File: src/hdl/png_rf_pkg.sv
`timescale 1ns / 1ps
// Package for the PNG row filter: sizes, field widths and the word passed
// from the position stage to the predictor stage. No dependencies.
package png_rf_pkg;

  localparam int MAX_WIDTH   = 1024;
  localparam int CHANNELS    = 3;
  localparam int STORE_DEPTH = MAX_WIDTH * CHANNELS;
  localparam int ADDR_W      = $clog2(STORE_DEPTH);
  localparam int POS_W       = $clog2(STORE_DEPTH + 1);
  localparam int WIDTH_W     = $clog2(MAX_WIDTH + 1);
  localparam int CFG_W       = 11;
  localparam int BYTE_W      = 8;

  typedef logic [BYTE_W-1:0] byte_t;

  typedef struct packed {
    logic [ADDR_W-1:0] addr;
    byte_t             sample;
    logic              first_row;
    logic              plane_start;
    logic              last;
  } item_t;

endpackage

File: src/hdl/png_rf_ctrl.sv
`timescale 1ns / 1ps
// Row position tracking and width register of the PNG row filter.
// Produces the line store address and plane flags of each accepted word. Uses png_rf_pkg.
module png_rf_ctrl
  import png_rf_pkg::*;
(
  input  logic             clk,
  input  logic             rst_n,
  input  logic             cfg_we,
  input  logic [CFG_W-1:0] cfg_wdata,
  input  logic             accept,
  input  byte_t            sample,
  input  logic             frame_start,
  output item_t            item
);

  logic [WIDTH_W-1:0] width_r, width_nxt;
  logic [POS_W-1:0]   pos_r, pos_nxt;
  logic               first_row_r, first_row_nxt;
  logic [POS_W-1:0]   row_len;
  logic [POS_W-1:0]   pos;
  logic [POS_W-1:0]   pos_inc;
  logic               first_row;
  logic               plane_start;
  logic               last;

  always_comb begin
    width_nxt = width_r;
    if (cfg_we) begin
      if (cfg_wdata == '0) begin
        width_nxt = WIDTH_W'(1);
      end else if (int'(cfg_wdata) > MAX_WIDTH) begin
        width_nxt = WIDTH_W'(MAX_WIDTH);
      end else begin
        width_nxt = WIDTH_W'(cfg_wdata);
      end
    end
  end

  assign row_len = POS_W'(CHANNELS * int'(width_r));

  always_comb begin
    pos = frame_start ? '0 : pos_r;
    if (pos >= row_len) begin
      pos = '0;
    end
    first_row   = frame_start | first_row_r;
    pos_inc     = pos + POS_W'(1);
    last        = (pos_inc == row_len);
    plane_start = 1'b0;
    for (int k = 0; k < CHANNELS; k++) begin
      if (pos == POS_W'(k * int'(width_r))) begin
        plane_start = 1'b1;
      end
    end
  end

  always_comb begin
    pos_nxt       = pos_r;
    first_row_nxt = first_row_r;
    if (accept) begin
      pos_nxt       = last ? '0 : pos_inc;
      first_row_nxt = first_row & ~last;
    end
  end

  assign item.addr        = pos[ADDR_W-1:0];
  assign item.sample      = sample;
  assign item.first_row   = first_row;
  assign item.plane_start = plane_start;
  assign item.last        = last;

  always_ff @(posedge clk) begin
    if (!rst_n) begin
      width_r     <= WIDTH_W'(1);
      pos_r       <= '0;
      first_row_r <= 1'b1;
    end else begin
      width_r     <= width_nxt;
      pos_r       <= pos_nxt;
      first_row_r <= first_row_nxt;
    end
  end

endmodule

File: config.mk
export PLATFORM = sky130hd
export DESIGN_NAME = png_rf_ctrl
export DESIGN_NICKNAME = d
export VERILOG_FILES = /design/src/hdl/png_rf_pkg.sv /design/src/hdl/png_rf_ctrl.sv
export SDC_FILE = /design/constraint.sdc
export NUM_CORES = 1
export LEC_CHECK = 0
export ABC_AREA = 1
export BUFFER_PORTS_ARGS = -buffer_cell sky130_fd_sc_hd__buf_2
export CAP_MARGIN = 20
export CORE_MARGIN = 2
export CORE_UTILIZATION = 55
export CTS_CLUSTER_DIAMETER = 40
export DETAILED_ROUTE_END_ITERATION = 10
export GPL_TIMING_DRIVEN = 0
export PLACE_DENSITY = 0.88
export SETUP_SLACK_MARGIN = 0.3
export SKIP_CTS_REPAIR_TIMING = 1
export SLEW_MARGIN = 20
export SYNTH_ARGS = -nofsm -noshare
export SYNTH_HDL_FRONTEND = slang
export SYNTH_SLANG_ARGS = --single-unit
File: constraint.sdc
create_clock -name clk -period 6.7 [get_ports clk]
set_input_delay 1.34 -clock clk [delete_from_list [all_inputs] [get_ports clk]]
set_output_delay 1.34 -clock clk [all_outputs]
set_load 0.01 [all_outputs]
==> metrics.txt <==
crit start category input port; H-tree Lvls 1; Primary FF master, synth dfxtp_1; post-route minimum period 6.11 ns; initial antenna violation count 0; antenna viol nets, final 0; Die H 76.9 um; Post-Syn Nets 523; Die Width 76.9 um; first-pass GRT wire length 14.1 mm; vias in the first global route 3141; PortBufs 38; Post-synth EDFFs 0; grt ovf 0; final cell count without fillers 592; outcome complete, no violations; Initial Utilization 57.2%; sink of the worst hold path pos_r[8]; layout cell share with drive strength beyond 1 21.5%; Critical Path AT 4.77 ns; CP endpoint kind primary output; via count 3392; clk_skew 0.00871 ns; Worst slew margin 46.5%; Leakage Power 0.00168 uW; DRC viols 0; origin of the critical flop-to-flop path width_r[3]; post-synthesis sequential element count 24; worst vdd rail ir drop 0.0702 mV; die area 5910 um2; Slew Limit Fails 0; overall routing resource usage 29.5%; Setup TNS Final 0 ns; hold_sp pos_r[8]; Root Buffer clkbuf_8; worst-path maximum fanout 10; reg2reg setup slack 2.03 ns; Hold Path Class flip-flop to flip-flop; Post-synth ARST share 0%; sequential fraction of the synthesis area 16.5%; Antenna diodes 0; fin crit share 91.3%; clock-pin slew on the worst setup and hold paths 0.09 ns; clock buffer count from CTS 3; Multi-input gate area 2110 um2; Routed WL per cell 14.7 um; Syn-to-layout area delta 14.9%; clk sinks 24; initial DRC count 387; worst reg2reg path depth 32; Setup WS pre-CTS 0.589 ns; unrepaired setup endpoints after global routing false; final setup violation count 0; syn_area_per_cell 6.16 um2; post-synthesis cell count 474; largest net degree at the start of global routing 15; drt pass-1 iters 5; Post-Route WL 8.73 mm; worst setup margin 0.586 ns; CTS tree built; Cell variety after synth 38; # IOs 47; fmax 0.164 GHz; NumNets Final 572; Mapped Area 2920 um2; max-cap viol count 0; Final GP Congestion 0.948; synth warn 0; register area 487 um2; core area 5110 um2; Placed Cells 582; Clock Tree Buf Depth 2; filler instances 481; FF-to-FF End pos_r[0]; hold path cells 2; Fin. Hold Viols 0; detailed placer's ending HPWL 6.80 mm; Worst-Margin Slew 0.803 ns; Placement Rows 26; pwr dens 122 nW/um2; DR vias/cell 5.73; WP data required 5.36 ns; WS Path Type input port to primary output; worst-skew pair later-pin latency 0.28 ns
-- cell usage in the layout, fill, tap and decap left out, drive strengths merged, types with 6 or more instances in the layout --
cell type,netlist,layout
a21oi,39,39
buf,14,58
clkbuf,4,7
dfxtp,24,24
ha,24,24
inv,64,64
nand2,153,153
nand3,39,39
nand4,14,14
nor2,46,46
nor3,6,6
nor4,6,6
xor2,12,12
-- critical path, stage by stage --
cell and delay, ns:
buf_2 0.15, buf_2 0.32, nor2_1 0.14, ha_1 0.34, nand2_2 0.10, inv_2 0.03, nand2_1 0.05, nand2_1 0.10
inv_1 0.08, nand2_1 0.08, nor2_4 0.17, nand2_1 0.16, inv_1 0.13, ha_1 0.18, inv_1 0.10, nor2_1 0.17
nand3_1 0.13, nand3_1 0.15, nand3_1 0.10, nor2_1 0.16, nand4_1 0.10, nor4_1 0.20, buf_4 0.15, buf_2 0.11
-- flip-flops by register name, indices dropped and copies added (netlist names) --
signal and count:
pos_r 12, width_r 11, first_row_r 1
-- synthesized netlist by cell type (3+ instances only) --
master	number	area, um2
a21oi_1	29	145
a21oi_2	9	78.8
buf_4	11	82.6
clkbuf_1	4	15.0
dfxtp_1	24	480
ha_1	24	300
inv_1	61	229
inv_2	3	11.3
nand2_1	139	522
nand2_2	14	87.6
nand3_1	35	175
nand3_2	3	30.0
nand4_1	14	87.6
nor2_1	41	154
nor2_4	3	33.8
nor3_1	4	20.0
nor4_1	6	37.5
o2111ai_1	4	35.0
o21ai_0	5	25.0
xnor2_1	5	43.8
xor2_1	12	105
-- report_power, final --
part,internal [uW],switching [uW]
clock,80.1,54.5
combinational,44.8,75.3
sequential,147,6.39
-- per-layer routing --
layer	up-vias	track usage [%]	part of all wire (%)	wire [um]
met3	32	4.00	7.9	686
li1	1641	-	-	-
met2	179	50.6	47	4140
met1	1540	36.3	41	3580
met5	-	0	0	0
met4	0	13.6	3.6	316
-- stage by stage --
step	hold slack (ns)	instance area (um2)	power (uW)	util (%)
finish	0.477	3350	408	65.7
global route	0.511	3350	427	65.7
CTS	0.478	3270	401	64.0
detailed placement	0.456	3200	269	62.6
global placement	0.446	3200	266	62.6
floorplan	0.433	2920	236	-
-- kinds of logic (layout without fill, tap and decap cells) --
group                      count (synthesis)  after routing  share of synthesized area, %
and+or+nand+nor                          266            266                          41.9
DFF                                       24             24                          16.5
adders and majority gates                 25             25                          11.0
AOI/OAI and AO/OA                         60             60                          13.3
xor gates and xnor gates                  17             17                          5.10
buffers and inverters                     82            130                          12.3
-- cell type report --
class,count,share of cell area (%)
plain buffers,18,3.51
clock buffers,3,1.23
clock inverters,1,0.896
inverters,64,7.16
multi-input cells,368,63.1
flip-flops and latches,24,14.5
well taps,70,2.61
repair buffers,44,7.01
-- how the worst max path moves through the flow --
stage	to	startpoint	slack, ns
6_report	item[0]	frame_start	0.59
3_5_place_dp	item[0]	frame_start	0.59
3_3_place_gp	item[0]	frame_start	0.59
5_1_grt	item[0]	width_r[6]	0.23
4_1_cts	item[0]	width_r[1]	0.42
2_1_floorplan	item[0]	frame_start	1.40
No activity file was read; power rests on OpenSTA's default activity.
