[src/hdl/png_rf_pkg.sv]
`timescale 1ns / 1ps
// Package for the PNG row filter: sizes, field widths and the word passed
// from the position stage to the predictor stage. No dependencies.
package png_rf_pkg;

  localparam int MAX_WIDTH   = 1024;
  localparam int CHANNELS    = 3;
  localparam int STORE_DEPTH = MAX_WIDTH * CHANNELS;
  localparam int ADDR_W      = $clog2(STORE_DEPTH);
  localparam int POS_W       = $clog2(STORE_DEPTH + 1);
  localparam int WIDTH_W     = $clog2(MAX_WIDTH + 1);
  localparam int CFG_W       = 11;
  localparam int BYTE_W      = 8;

  typedef logic [BYTE_W-1:0] byte_t;

  typedef struct packed {
    logic [ADDR_W-1:0] addr;
    byte_t             sample;
    logic              first_row;
    logic              plane_start;
    logic              last;
  } item_t;

endpackage

[src/hdl/png_rf_predict.sv]
`timescale 1ns / 1ps
// Predictor stage of the PNG row filter: forms the five filter residues from
// the byte above and the neighbour registers, and holds the output word. Uses png_rf_pkg.
module png_rf_predict
  import png_rf_pkg::*;
(
  input  logic              clk,
  input  logic              rst_n,
  input  logic              accept,
  input  item_t             item,
  input  byte_t             above_raw,
  output logic              in_ready,
  output logic              wr_en,
  output logic [ADDR_W-1:0] wr_addr,
  output byte_t             wr_data,
  output logic              out_valid,
  input  logic              out_ready,
  output byte_t             none_out,
  output byte_t             sub_out,
  output byte_t             up_out,
  output byte_t             avg_out,
  output byte_t             paeth_out,
  output logic              end_of_row
);

  item_t       item_r;
  logic        s1_v_r, s1_v_nxt;
  logic        out_v_r, out_v_nxt;
  logic        s1_adv;
  byte_t       left_r, upleft_r;
  byte_t       a, b, c, pred;
  logic [8:0]  avg_sum;
  logic signed [9:0] d_pa, d_pb, d_pc;
  logic [9:0]  pa, pb, pc;
  byte_t       none_r, sub_r, up_r, avg_r, paeth_r;
  logic        eor_r;

  assign s1_adv   = s1_v_r && (!out_v_r || out_ready);
  assign in_ready = !s1_v_r || s1_adv;

  assign s1_v_nxt  = accept ? 1'b1 : (s1_adv ? 1'b0 : s1_v_r);
  assign out_v_nxt = s1_adv ? 1'b1 : (out_ready ? 1'b0 : out_v_r);

  assign wr_en   = s1_adv;
  assign wr_addr = item_r.addr;
  assign wr_data = item_r.sample;

  always_comb begin
    a = item_r.plane_start ? '0 : left_r;
    b = item_r.first_row ? '0 : above_raw;
    c = (item_r.plane_start || item_r.first_row) ? '0 : upleft_r;
    avg_sum = {1'b0, a} + {1'b0, b};
    d_pa = $signed({2'b00, b}) - $signed({2'b00, c});
    d_pb = $signed({2'b00, a}) - $signed({2'b00, c});
    d_pc = $signed({2'b00, a}) + $signed({2'b00, b}) - $signed({1'b0, c, 1'b0});
    pa = (d_pa < 0) ? 10'(-d_pa) : 10'(d_pa);
    pb = (d_pb < 0) ? 10'(-d_pb) : 10'(d_pb);
    pc = (d_pc < 0) ? 10'(-d_pc) : 10'(d_pc);
    if (pa <= pb && pa <= pc) begin
      pred = a;
    end else if (pb <= pc) begin
      pred = b;
    end else begin
      pred = c;
    end
  end

  always_ff @(posedge clk) begin
    if (accept) begin
      item_r <= item;
    end
    if (s1_adv) begin
      left_r   <= item_r.sample;
      upleft_r <= b;
      none_r   <= item_r.sample;
      sub_r    <= item_r.sample - a;
      up_r     <= item_r.sample - b;
      avg_r    <= item_r.sample - avg_sum[8:1];
      paeth_r  <= item_r.sample - pred;
      eor_r    <= item_r.last;
    end
  end

  always_ff @(posedge clk) begin
    if (!rst_n) begin
      s1_v_r  <= 1'b0;
      out_v_r <= 1'b0;
    end else begin
      s1_v_r  <= s1_v_nxt;
      out_v_r <= out_v_nxt;
    end
  end

  assign out_valid  = out_v_r;
  assign none_out   = none_r;
  assign sub_out    = sub_r;
  assign up_out     = up_r;
  assign avg_out    = avg_r;
  assign paeth_out  = paeth_r;
  assign end_of_row = eor_r;

endmodule

[config.mk]
export PLATFORM = sky130hd
export DESIGN_NAME = png_rf_predict
export DESIGN_NICKNAME = d
export VERILOG_FILES = /design/src/hdl/png_rf_pkg.sv /design/src/hdl/png_rf_predict.sv
export SDC_FILE = /design/constraint.sdc
export NUM_CORES = 1
export LEC_CHECK = 0
export BUFFER_PORTS_ARGS = -buffer_cell sky130_fd_sc_hd__buf_2
export CAP_MARGIN = 0
export CORE_MARGIN = 3
export CORE_UTILIZATION = 55
export DETAILED_ROUTE_END_ITERATION = 8
export PLACE_DENSITY = 0.88
export SYNTH_ARGS = -nofsm -noshare
export SYNTH_HDL_FRONTEND = slang
export SYNTH_SLANG_ARGS = --single-unit
[constraint.sdc]
create_clock -name clk -period 16.8 [get_ports clk]
set_input_delay 1.68 -clock clk [delete_from_list [all_inputs] [get_ports clk]]
set_output_delay 1.68 -clock clk [all_outputs]
set_load 0.02 [all_outputs]
==> run metrics, run 1 <==
status completed; die area 12,800 um2; Initial DRC Count 431; TritonCTS Sinks 74; XOR/XNOR Fraction of Synth Area 10.2%; Netlist cell types 55; Synth Area in Compound Gates 13.8%; ANT nets after route 0; total power 954 uW; Tmin final 8.60 ns; Seq/Total Area, Yosys 34.8%; clock share of power 19.6%; Hold Vio Cnt, Final 0; Maximum Capacitance Violations 0; fmax 116 MHz; Switching Fraction 40.2%; worst skew pair latency 0.33 ns; YS warnings 0; fin crit share 51.2%; vias in the first global route 4,971; count of final max-slew check failures 0; DR vias/cell 5.83; LEAKAGE 3.38 nW; drt wl/cell 18.2 um; final setup fails 0; Power Internal 571 uW; crit path max fanout 16; share of layout cells above drive strength 1 17.8%; CP Capture Type flip-flop; Slew Limit Headroom 50.3%; CTS Buffer Depth 2; Net Sw Power 384 uW; Worst Skew 0.00579 ns; crit path kind flip-flop to flip-flop; DP Area 6850 um2; clock-pin slew on the worst setup and hold paths 0.06 ns; cell area power density 134 nW/um2; synth top area cells edfxtp_1, ha_1, xnor2_1; storage element area 2200 um2; Logic pwr share 54.1%; final RePlAce weighted congestion 0.933; crit path launch type flip-flop; global-route wire length before repair 25,000 um; Nets 844; Fillers 802; simple-gate share of the synthesized area 11.0%; main combinational cell family by area after synthesis adder cells; Seq pwr share 26.3%; cell mode on critical path o21ai_0; postcts setup bufs 0; Top Ports 99; vias 4,949; total CTS buffers 9; Pre-antenna DRT Iters 7; largest net degree at the start of global routing 51; Worst path slowest cell or4b_2; area delta synth->final 12.8%; top cell type's share of synthesized area 34.2%; # rows 38; Setup TNS 0 ns; global route overflow 0; starting density of the core 57.4%; Avg Inst Size Synth 10.3 um2; CTS tree yes; top_reg_cell synth edfxtp_1; H-tree levels 3; CTS root buf clkbuf_16; Worst Path Arrival 8.68 ns; DP Wirelength 12,100 um; Routed WL 15,500 um; antenna cell count 0; worst vdd ir 0.0000988 V; Slew @ Worst Pin 0.746 ns; RSZ-0062 raised after global routing no; worst min path class flip-flop to flip-flop; Multi-input gate area 3710 um2; DIE HEIGHT 113 um; Async S/R FF share, synth 0%; cells after synthesis 615; post-synthesis mux area share 0.653%; cell taking the most area after synthesis edfxtp_1; EDFF count, synth 72; WP data required 16.88 ns; Port Buffers 98; total track usage 24.7%; post-CTS resize count 0; Core ar. 11,000 um2; initial antenna violation count 0; register bit total from synthesis 74; DRC viols 0; # hold bufs at CTS 0; CP max stage delay 0.67 ns; Die X 113 um; Post-Synth Adder-Cell Area 22.5%; Cell Area, Synth 6330 um2; fin area 7140 um2
[per-layer routing]
metal | track usage [%] | vias up | share of wire [%] | wire length, um
met3 | 5.03 | 36 | 6.0 | 927
met1 | 30.4 | 2389 | 40 | 6230
met4 | 5.85 | 0 | 2.4 | 368
met5 | 0 | - | 0 | 0
met2 | 44.5 | 195 | 51 | 7950
li1 | - | 2329 | - | -
[flip-flops by register name, indices dropped and copies added (netlist names)]
name        count
wr_addr        12
avg_out         8
none_out        8
paeth_out       8
sub_out         8
up_out          8
upleft_r        8
wr_data         8
item_r          3
end_of_row      1
out_valid       1
s1_v_r          1
[power by group through the flow]
| stage | sequential [mW] | combinational (mW) | clock (mW) |
|---|---|---|---|
| 5_1_grt | 0.252 | 0.574 | 0.195 |
| 4_1_cts | 0.251 | 0.511 | 0.188 |
| 6_report | 0.251 | 0.516 | 0.187 |
| 2_1_floorplan | 0.270 | 0.375 | 0 |
| 3_5_place_dp | 0.254 | 0.506 | 0 |
| 3_3_place_gp | 0.252 | 0.482 | 0 |
[Yosys cell counts, drive strengths merged, types with 2 or more instances]
| library cell | n |
|---|---|
| o22ai | 3 |
| xnor2 | 38 |
| maj3 | 2 |
| o211ai | 7 |
| and3 | 7 |
| mux2i | 3 |
| a31oi | 2 |
| nor2b | 13 |
| a221oi | 2 |
| a21o | 25 |
| nand2b | 26 |
| a211oi | 4 |
| nand2 | 26 |
| nor4 | 2 |
| nand4 | 5 |
| a21oi | 38 |
| nor2 | 32 |
| xor2 | 32 |
| inv | 72 |
| fa | 14 |
| a41oi | 2 |
| nor3 | 6 |
| o21ai | 26 |
| or3 | 2 |
| or2 | 4 |
| nor3b | 3 |
| ha | 90 |
| edfxtp | 72 |
| conb | 2 |
| o21bai | 8 |
| buf | 22 |
| o21a | 8 |
| dfxtp | 2 |
[layout make-up]
| type | instances | share of cell area (%) |
|---|---|---|
| clock buffers | 10 | 3.21 |
| clock inverters | 5 | 0.772 |
| inverters | 72 | 3.79 |
| multi-input cells | 449 | 51.9 |
| flip-flops and latches | 74 | 30.9 |
| well taps | 140 | 2.45 |
| repair buffers | 99 | 6.98 |
[metrics by stage]
step	util, %	hold WS [ns]	cells	setup slack, ns
2_1_floorplan	-	0.400	617	9.31
3_3_place_gp	62.1	0.402	834	8.65
3_5_place_dp	62.1	0.424	834	8.23
4_1_cts	64.7	0.437	849	8.36
5_1_grt	64.7	0.451	849	7.65
6_report	64.7	0.433	849	8.20
[critical path, delay by kind of cell, from the launching register on]
kind | cells | cell delay (ns)
xor+xnor | 3 | 0.42
compound gates | 13 | 2.82
fa+ha+maj | 4 | 1.19
buf+inv | 2 | 0.19
simple gates | 13 | 3.17
flops | 1 | 0.56
[cells by family after synthesis]
family | Yosys count
flip-flops | 74
multiplexers | 4
other | 2
buffers and inverters | 94
AND/OR/NAND/NOR | 132
adder cells (fa/ha/maj) | 106
AO/OA/AOI/OAI | 132
XOR/XNOR | 71
[path summary, 6_finish.rpt]
path / from / end / slack (ns) / cells after the start
worst max-delay path: item_r[2] / paeth_out[7] / 8.20 / 35
worst min-delay path: item_r[0] / end_of_row / 0.43 / 0
worst max register to register: item_r[2] / paeth_out[7] / 8.20 / 35
worst min register to register: item_r[0] / end_of_row / 0.43 / 0
[cell usage in the layout (no fill, tap or decap), types with 4 or more instances in the layout]
cell / count
o211ai_1: 7
inv_1: 72
fa_1: 14
nand2b_1: 26
nand2_1: 26
nor2b_1: 12
a21oi_1: 38
o21ai_0: 26
nor3_1: 6
ha_1: 90
clkbuf_16: 9
xnor2_1: 37
a21o_1: 25
a211oi_1: 4
conb_1: 4
and3_1: 7
buf_2: 98
o21a_1: 8
xor2_1: 32
or2_2: 4
nor2_1: 32
edfxtp_1: 72
nand4_1: 5
o21bai_1: 8
(Power assumes the default switching activity.)
==> inputs of run 2 (changes only) <==
--- a/config.mk
+++ b/config.mk
@@ -5,10 +5,11 @@
 export SDC_FILE = /design/constraint.sdc
 export NUM_CORES = 1
 export LEC_CHECK = 0
+export ABC_AREA = 1
 export BUFFER_PORTS_ARGS = -buffer_cell sky130_fd_sc_hd__buf_2
 export CAP_MARGIN = 0
 export CORE_MARGIN = 3
-export CORE_UTILIZATION = 55
+export CORE_UTILIZATION = 53
 export DETAILED_ROUTE_END_ITERATION = 8
 export PLACE_DENSITY = 0.88
 export SYNTH_ARGS = -nofsm -noshare
==> constraint.sdc (replaced) <==
create_clock -name clk -period 6.9 [get_ports clk]
set_input_delay 0.69 -clock clk [delete_from_list [all_inputs] [get_ports clk]]
set_output_delay 0.69 -clock clk [all_outputs]
set_load 0.02 [all_outputs]
==> run 2 against run 1 <==
Compared with the run above: non-clock buffer count grew 10; routed wire length grew 12%; synthesized cell count grew 27%; die area grew 8.9%; critical path type unchanged; critical endpoint unchanged; largest power group unchanged.
==> run metrics, run 2 <==
Async S/R FF share, synth 0% (unchanged); fmax 153 MHz (was 116 MHz); Routed WL 17,400 um (was 15,500 um); Cell Area, Synth 6670 um2 (was 6330 um2); Pre-antenna DRT Iters 6 (was 7); Avg Inst Size Synth 8.56 um2 (was 10.3 um2); Worst R2R Start item_r[1] (was item_r[2]); die area 14,000 um2 (was 12,800 um2); Worst Skew 0.0108 ns (was 0.00579 ns); global route overflow 0 (unchanged); H-tree levels 3 (unchanged); Worst path slowest cell fa_1 (was or4b_2); reg2reg setup slack 0.37 ns (was 8.20 ns); worst r2r dst paeth_out[7] (unchanged); crit path kind flip-flop to flip-flop (unchanged); crit path launch type flip-flop (unchanged); status completed (unchanged); EDFF count, synth 72 (unchanged); area delta synth->final 15.6% (was 12.8%); r2r worst-path depth 38 (was 35); vias 5,717 (was 4,949); CP Capture Type flip-flop (unchanged); top cell type's share of synthesized area 32.4% (was 34.2%); Multi-input gate area 3770 um2 (was 3710 um2); LEAKAGE 3.98 nW (was 3.38 nW); starting density of the core 54.8% (was 57.4%); storage element area 2200 um2 (unchanged); Worst Path Arrival 6.63 ns (was 8.68 ns); final RePlAce weighted congestion 0.891 (was 0.933); top_reg_cell synth edfxtp_1 (unchanged); most common cell in the synthesized netlist inv_1 (was ha_1); crit path capture paeth_out[7] (unchanged); vias in the first global route 5,423 (was 4,971); total CTS buffers 9 (unchanged); family with the most delay on the worst path simple AND/OR/NAND/NOR gates (unchanged); total track usage 24.2% (was 24.7%); initial antenna violation count 0 (unchanged); count of final max-slew check failures 0 (unchanged); cell mode on critical path inv_1 (was o21ai_0); number of flip-flops in the largest register 12 (unchanged); most common cell after layout, fill and taps aside inv_1 (was buf_2); Maximum Capacitance Violations 0 (unchanged); # rows 40 (was 38); Fillers 939 (was 802); DR vias/cell 5.45 (was 5.83); Core ar. 12,200 um2 (was 11,000 um2); synth top area cells edfxtp_1, ha_1, inv_1 (was edfxtp_1, ha_1, xnor2_1); DP Wirelength 13,200 um (was 12,100 um); fin crit share 94.6% (was 51.2%); final setup fails 0 (unchanged); Nets 1,015 (was 844); DIE HEIGHT 118 um (was 113 um); Seq/Total Area, Yosys 33.0% (was 34.8%); drt wl/cell 16.6 um (was 18.2 um); Port Buffers 98 (unchanged); fin area 7710 um2 (was 7140 um2); share of layout cells above drive strength 1 18.4% (was 17.8%); CTS root buf clkbuf_16 (unchanged); # hold bufs at CTS 0 (unchanged); Hold Vio Cnt, Final 0 (unchanged); pre-CTS setup slack 0.121 ns (was 8.23 ns); setup ws final 0.374 ns (was 8.20 ns); cell taking the most area after synthesis edfxtp_1 (unchanged); worst min path class flip-flop to flip-flop (unchanged); clock-pin slew on the worst setup and hold paths 0.07 ns (was 0.06 ns); Buffers & Inverters on Critical Path 10 (was 2); Tmin final 6.53 ns (was 8.60 ns); Slew Limit Headroom 54.9% (was 50.3%); critical path depth 38 (was 35); CP max stage delay 0.58 ns (was 0.67 ns); TritonCTS Sinks 74 (unchanged); worst skew pair latency 0.34 ns (was 0.33 ns); Slew @ Worst Pin 0.670 ns (was 0.746 ns); Crit. Startpoint item_r[1] (was item_r[2]); global-route wire length before repair 27,100 um (was 25,000 um); ANT nets after route 0 (unchanged); WP data required 7.00 ns (was 16.88 ns); Layout Utilization 63.4% (was 64.7%); Worst Hold Slack 0.427 ns (was 0.433 ns); antenna cell count 0 (unchanged); crit path max fanout 8 (was 16); largest net degree at the start of global routing 50 (was 51); CTS tree yes (unchanged); Initial DRC Count 656 (was 431); cells after synthesis 779 (was 615); cell area power density 324 nW/um2 (was 134 nW/um2); YS warnings 0 (unchanged); DRC viols 0 (unchanged); CTS Buffer Depth 2 (unchanged); DP Area 7260 um2 (was 6850 um2); Die X 118 um (was 113 um); total power 2.50 mW (was 954 uW); register bit total from synthesis 74 (unchanged); Top Ports 99 (unchanged); most frequent cells after synthesis inv_1, nand2_1, ha_1, edfxtp_1, a21oi_1 (was ha_1, edfxtp_1, inv_1, a21oi_1, xnor2_1); worst vdd ir 0.000201 V (was 0.0000988 V); most frequent cells in the layout inv_1, nand2_1, buf_2 (was buf_2, ha_1, inv_1, edfxtp_1, a21oi_1); Netlist cell types 45 (was 55)
run 2: cell count changes after synthesis, moves of 14 or more:
cell      delta
nand2_1    +114
inv_1       +80
nand3_1     +35
nand2b_1    -25
xnor2_1     -24
a21o_1      -19
o21ai_1     +14
run 2: area by class of cell:
cell class              instances  share of cell area, %
repair buffers                109                   7.43
well taps                     168                   2.73
flip-flops and latches         74                   28.6
clock buffers                   9                   2.92
inverters                     154                   7.50
multi-input cells             528                   48.9
clock inverters                 7                   1.93
run 2: stage by stage:
| stage | setup TNS (ns) | instances |
|---|---|---|
| after floorplan | 0 | 781 |
| after global placement | 0 | 1030 |
| after detailed placement | 0 | 1030 |
| after CTS | 0 | 1046 |
| after global routing | -0.0714 | 1049 |
| final | 0 | 1049 |
run 2: timing repair:
| item | in CTS | in global routing |
|---|---|---|
| hold endpoints to repair | 0 | 0 |
| resized for setup | 0 | 17 |
| setup endpoints to repair | 0 | 4 |
| setup buffers | 0 | 3 |
run 2: worst min-delay path by stage:
stage | startpoint | endpoint | slack [ns] | cells after the start
2_1_floorplan | item_r[0] | end_of_row | 0.40 | 0
3_3_place_gp | item_r[0] | end_of_row | 0.40 | 0
3_5_place_dp | item_r[0] | end_of_row | 0.42 | 0
4_1_cts | item_r[0] | end_of_row | 0.43 | 0
5_1_grt | item_r[0] | end_of_row | 0.44 | 0
6_report | item_r[0] | end_of_row | 0.43 | 0
run 2: cell families (layout without fill, tap and decap cells):
family / Yosys count / in the layout / synth area share (%)
simple gates: 249 / 249 / 16.6
other cells: 2 / 4 / 0.113
flops: 74 / 74 / 33.0
compound gates: 111 / 111 / 9.53
fa+ha+maj: 104 / 104 / 21.1
xor+xnor: 60 / 60 / 8.11
buf+inv: 179 / 279 / 11.6
run 2: layer usage:
metal / wire length, um / part of all wire (%) / global-route usage, % / up-vias
met5: 0 / 0 / 0 / -
met4: 645 / 3.7 / 8.21 / 0
met3: 1510 / 8.7 / 5.60 / 63
met2: 8380 / 48 / 41.3 / 302
met1: 6850 / 39 / 30.2 / 2622
li1: - / - / - / 2730
run 2: where the power goes:
part           leakage, nW  internal (mW)  switching (mW)
Sequential           0.703          0.579          0.0223
Clock                0.182          0.394           0.192
Combinational         3.10          0.470           0.842
==> inputs of run 3 (changes only) <==
--- a/config.mk
+++ b/config.mk
@@ -6,12 +6,15 @@
 export NUM_CORES = 1
 export LEC_CHECK = 0
 export ABC_AREA = 1
+export ABC_CLOCK_PERIOD_IN_PS = 6900
 export BUFFER_PORTS_ARGS = -buffer_cell sky130_fd_sc_hd__buf_2
 export CAP_MARGIN = 0
 export CORE_MARGIN = 3
 export CORE_UTILIZATION = 53
 export DETAILED_ROUTE_END_ITERATION = 8
+export MAX_ROUTING_LAYER = met4
 export PLACE_DENSITY = 0.88
+export SKIP_LAST_GASP = 1
 export SYNTH_ARGS = -nofsm -noshare
 export SYNTH_HDL_FRONTEND = slang
 export SYNTH_SLANG_ARGS = --single-unit
==> run 3 against run 2 <==
Compared with the run above: die area unchanged; clock power decreased by 19%; worst setup slack improved by 0.11 ns; combinational power decreased by 4%; sequential power about the same; critical path type unchanged.
==> run metrics, run 3 (synthesis results as in run 2) <==
ANT nets after route 0 (unchanged); CTS Buffer Depth 2 (unchanged); LEAKAGE 3.92 nW (was 3.98 nW); clock share of power 20.3% (was 23.4%); Setup TNS 0 ns (unchanged); Worst Skew 0.00800 ns (was 0.0108 ns); drt wl/cell 15.9 um (was 16.6 um); CP Capture Type flip-flop (unchanged); status completed (unchanged); share of layout cells above drive strength 1 17.5% (was 18.4%); setup ws final 0.480 ns (was 0.374 ns); area delta synth->final 13.8% (was 15.6%); CTS tree yes (unchanged); Switching Fraction 43.5% (was 42.3%); Worst path slowest cell fa_1 (unchanged); global-route wire length before repair 26,800 um (was 27,100 um); Top Ports 99 (unchanged); total track usage 24.8% (was 24.2%); WP data required 7.00 ns (about the same); most frequent cells in the layout inv_1, nand2_1, buf_2 (unchanged); Die X 118 um (unchanged); final setup fails 0 (unchanged); Logic pwr share 54.0% (was 52.5%); Power Internal 1.32 mW (was 1.44 mW); fmax 156 MHz (was 153 MHz); Initial DRC Count 508 (was 656); CTS root buf clkbuf_16 (unchanged); DRC viols 0 (unchanged); cell mode on critical path inv_1 (unchanged); Worst Path Arrival 6.52 ns (was 6.63 ns); DIE HEIGHT 118 um (unchanged); Slew Limit Headroom 56.8% (was 54.9%); Routed WL 16,600 um (was 17,400 um); Nets 1,013 (was 1,015); die area 14,000 um2 (unchanged); TritonCTS Sinks 74 (unchanged); DR vias/cell 5.35 (was 5.45); Net Sw Power 1.02 mW (was 1.06 mW); Port Buffers 98 (unchanged); final RePlAce weighted congestion 0.931 (was 0.891); antenna cell count 0 (unchanged); worst vdd ir 0.000182 V (was 0.000201 V); worst min path class flip-flop to flip-flop (unchanged); Core ar. 12,200 um2 (unchanged); # rows 40 (unchanged); vias in the first global route 5,554 (was 5,423); count of final max-slew check failures 0 (unchanged); CP max stage delay 0.53 ns (was 0.58 ns); global route overflow 0 (unchanged); total CTS buffers 9 (unchanged); vias 5,600 (was 5,717); Maximum Capacitance Violations 0 (unchanged); Hold Vio Cnt, Final 0 (unchanged); initial antenna violation count 0 (unchanged); number of flip-flops in the largest register 12 (unchanged); crit path launch type flip-flop (unchanged); cell area power density 308 nW/um2 (was 324 nW/um2); Slew @ Worst Pin 0.648 ns (was 0.670 ns); fin crit share 93.0% (was 94.6%); starting density of the core 54.8% (unchanged); DP Wirelength 13,100 um (was 13,200 um); crit path kind flip-flop to flip-flop (unchanged); worst skew pair latency 0.34 ns (about the same); most common cell after layout, fill and taps aside inv_1 (unchanged); pre-CTS setup slack 0.190 ns (was 0.121 ns); crit path max fanout 8 (unchanged); Seq pwr share 25.8% (was 24.1%); largest net degree at the start of global routing 50 (unchanged); Pre-antenna DRT Iters 5 (was 6); clock-pin slew on the worst setup and hold paths 0.06 ns (was 0.07 ns); Tmin final 6.42 ns (was 6.53 ns); H-tree levels 3 (unchanged); RSZ-0062 raised after global routing no; # hold bufs at CTS 0 (unchanged); Fillers 977 (was 939)
-- run 3: changes by cell type in the layout (fill, tap and decap cells not counted), sizes merged --
cell / previous run / this run
clkinvlp: 0 / 2
bufinv: 4 / 1
clkinv: 1 / 2
buf: 109 / 107
-- run 3: power groups by stage --
stage	clock network, mW	logic [mW]	registers (mW)
final	0.473	1.26	0.602
after CTS	0.471	1.24	0.602
after floorplan	0	0.907	0.652
after global placement	0	1.19	0.608
after detailed placement	0	1.22	0.609
after global routing	0.493	1.42	0.606
-- run 3: cell type report --
| type | count | area (um2) | share of cell area (%) |
|---|---|---|---|
| repair buffers | 107 | 558 | 7.35 |
| clock inverters | 7 | 76.3 | 1.01 |
| inverters | 154 | 578 | 7.62 |
| flip-flops and latches | 74 | 2200 | 29.0 |
| multi-input cells | 528 | 3740 | 49.3 |
| well taps | 168 | 210 | 2.77 |
| clock buffers | 9 | 225 | 2.97 |
-- run 3: timing repair --
item	CTS	global route
resized for setup	0	9
endpoints found under the setup margin	0	2
buffers inserted	0	1
-- run 3: through the flow --
step           utilization (%)  total power [mW]  hold WS (ns)  instances  cell area (um2)
2_1_floorplan                -              1.56         0.400        781             6680
3_3_place_gp              59.7              1.80         0.401       1030             7260
3_5_place_dp              59.7              1.83         0.406       1030             7260
4_1_cts                   62.1              2.31         0.421       1046             7560
5_1_grt                   62.4              2.52         0.440       1047             7590
6_report                  62.4              2.34         0.423       1047             7590
-- run 3: per-layer routing --
layer	vias up	part of all wire (%)	global-route usage, %
met5	-	0	-
met4	0	3.0	9.23
met3	44	8.8	5.45
met2	249	48	40.9
met1	2568	40	30.0
li1	2739	-	-
-- run 3: final timing paths --
| path | start | to | slack [ns] | cells after the start |
|---|---|---|---|---|
| min reg2reg | item_r[0] | end_of_row | 0.42 | 0 |
| max | item_r[1] | paeth_out[7] | 0.48 | 37 |
| min | item_r[0] | end_of_row | 0.42 | 0 |
| max reg2reg | item_r[1] | paeth_out[7] | 0.48 | 37 |
-- run 3: critical path, delay by kind of cell, from the launching register on --
| kind | cells | cell delay, ns |
|---|---|---|
| simple gates | 13 | 1.79 |
| compound gates | 9 | 1.57 |
| fa+ha+maj | 4 | 1.34 |
| buf+inv | 9 | 0.77 |
| flops | 1 | 0.38 |
| xor+xnor | 2 | 0.32 |
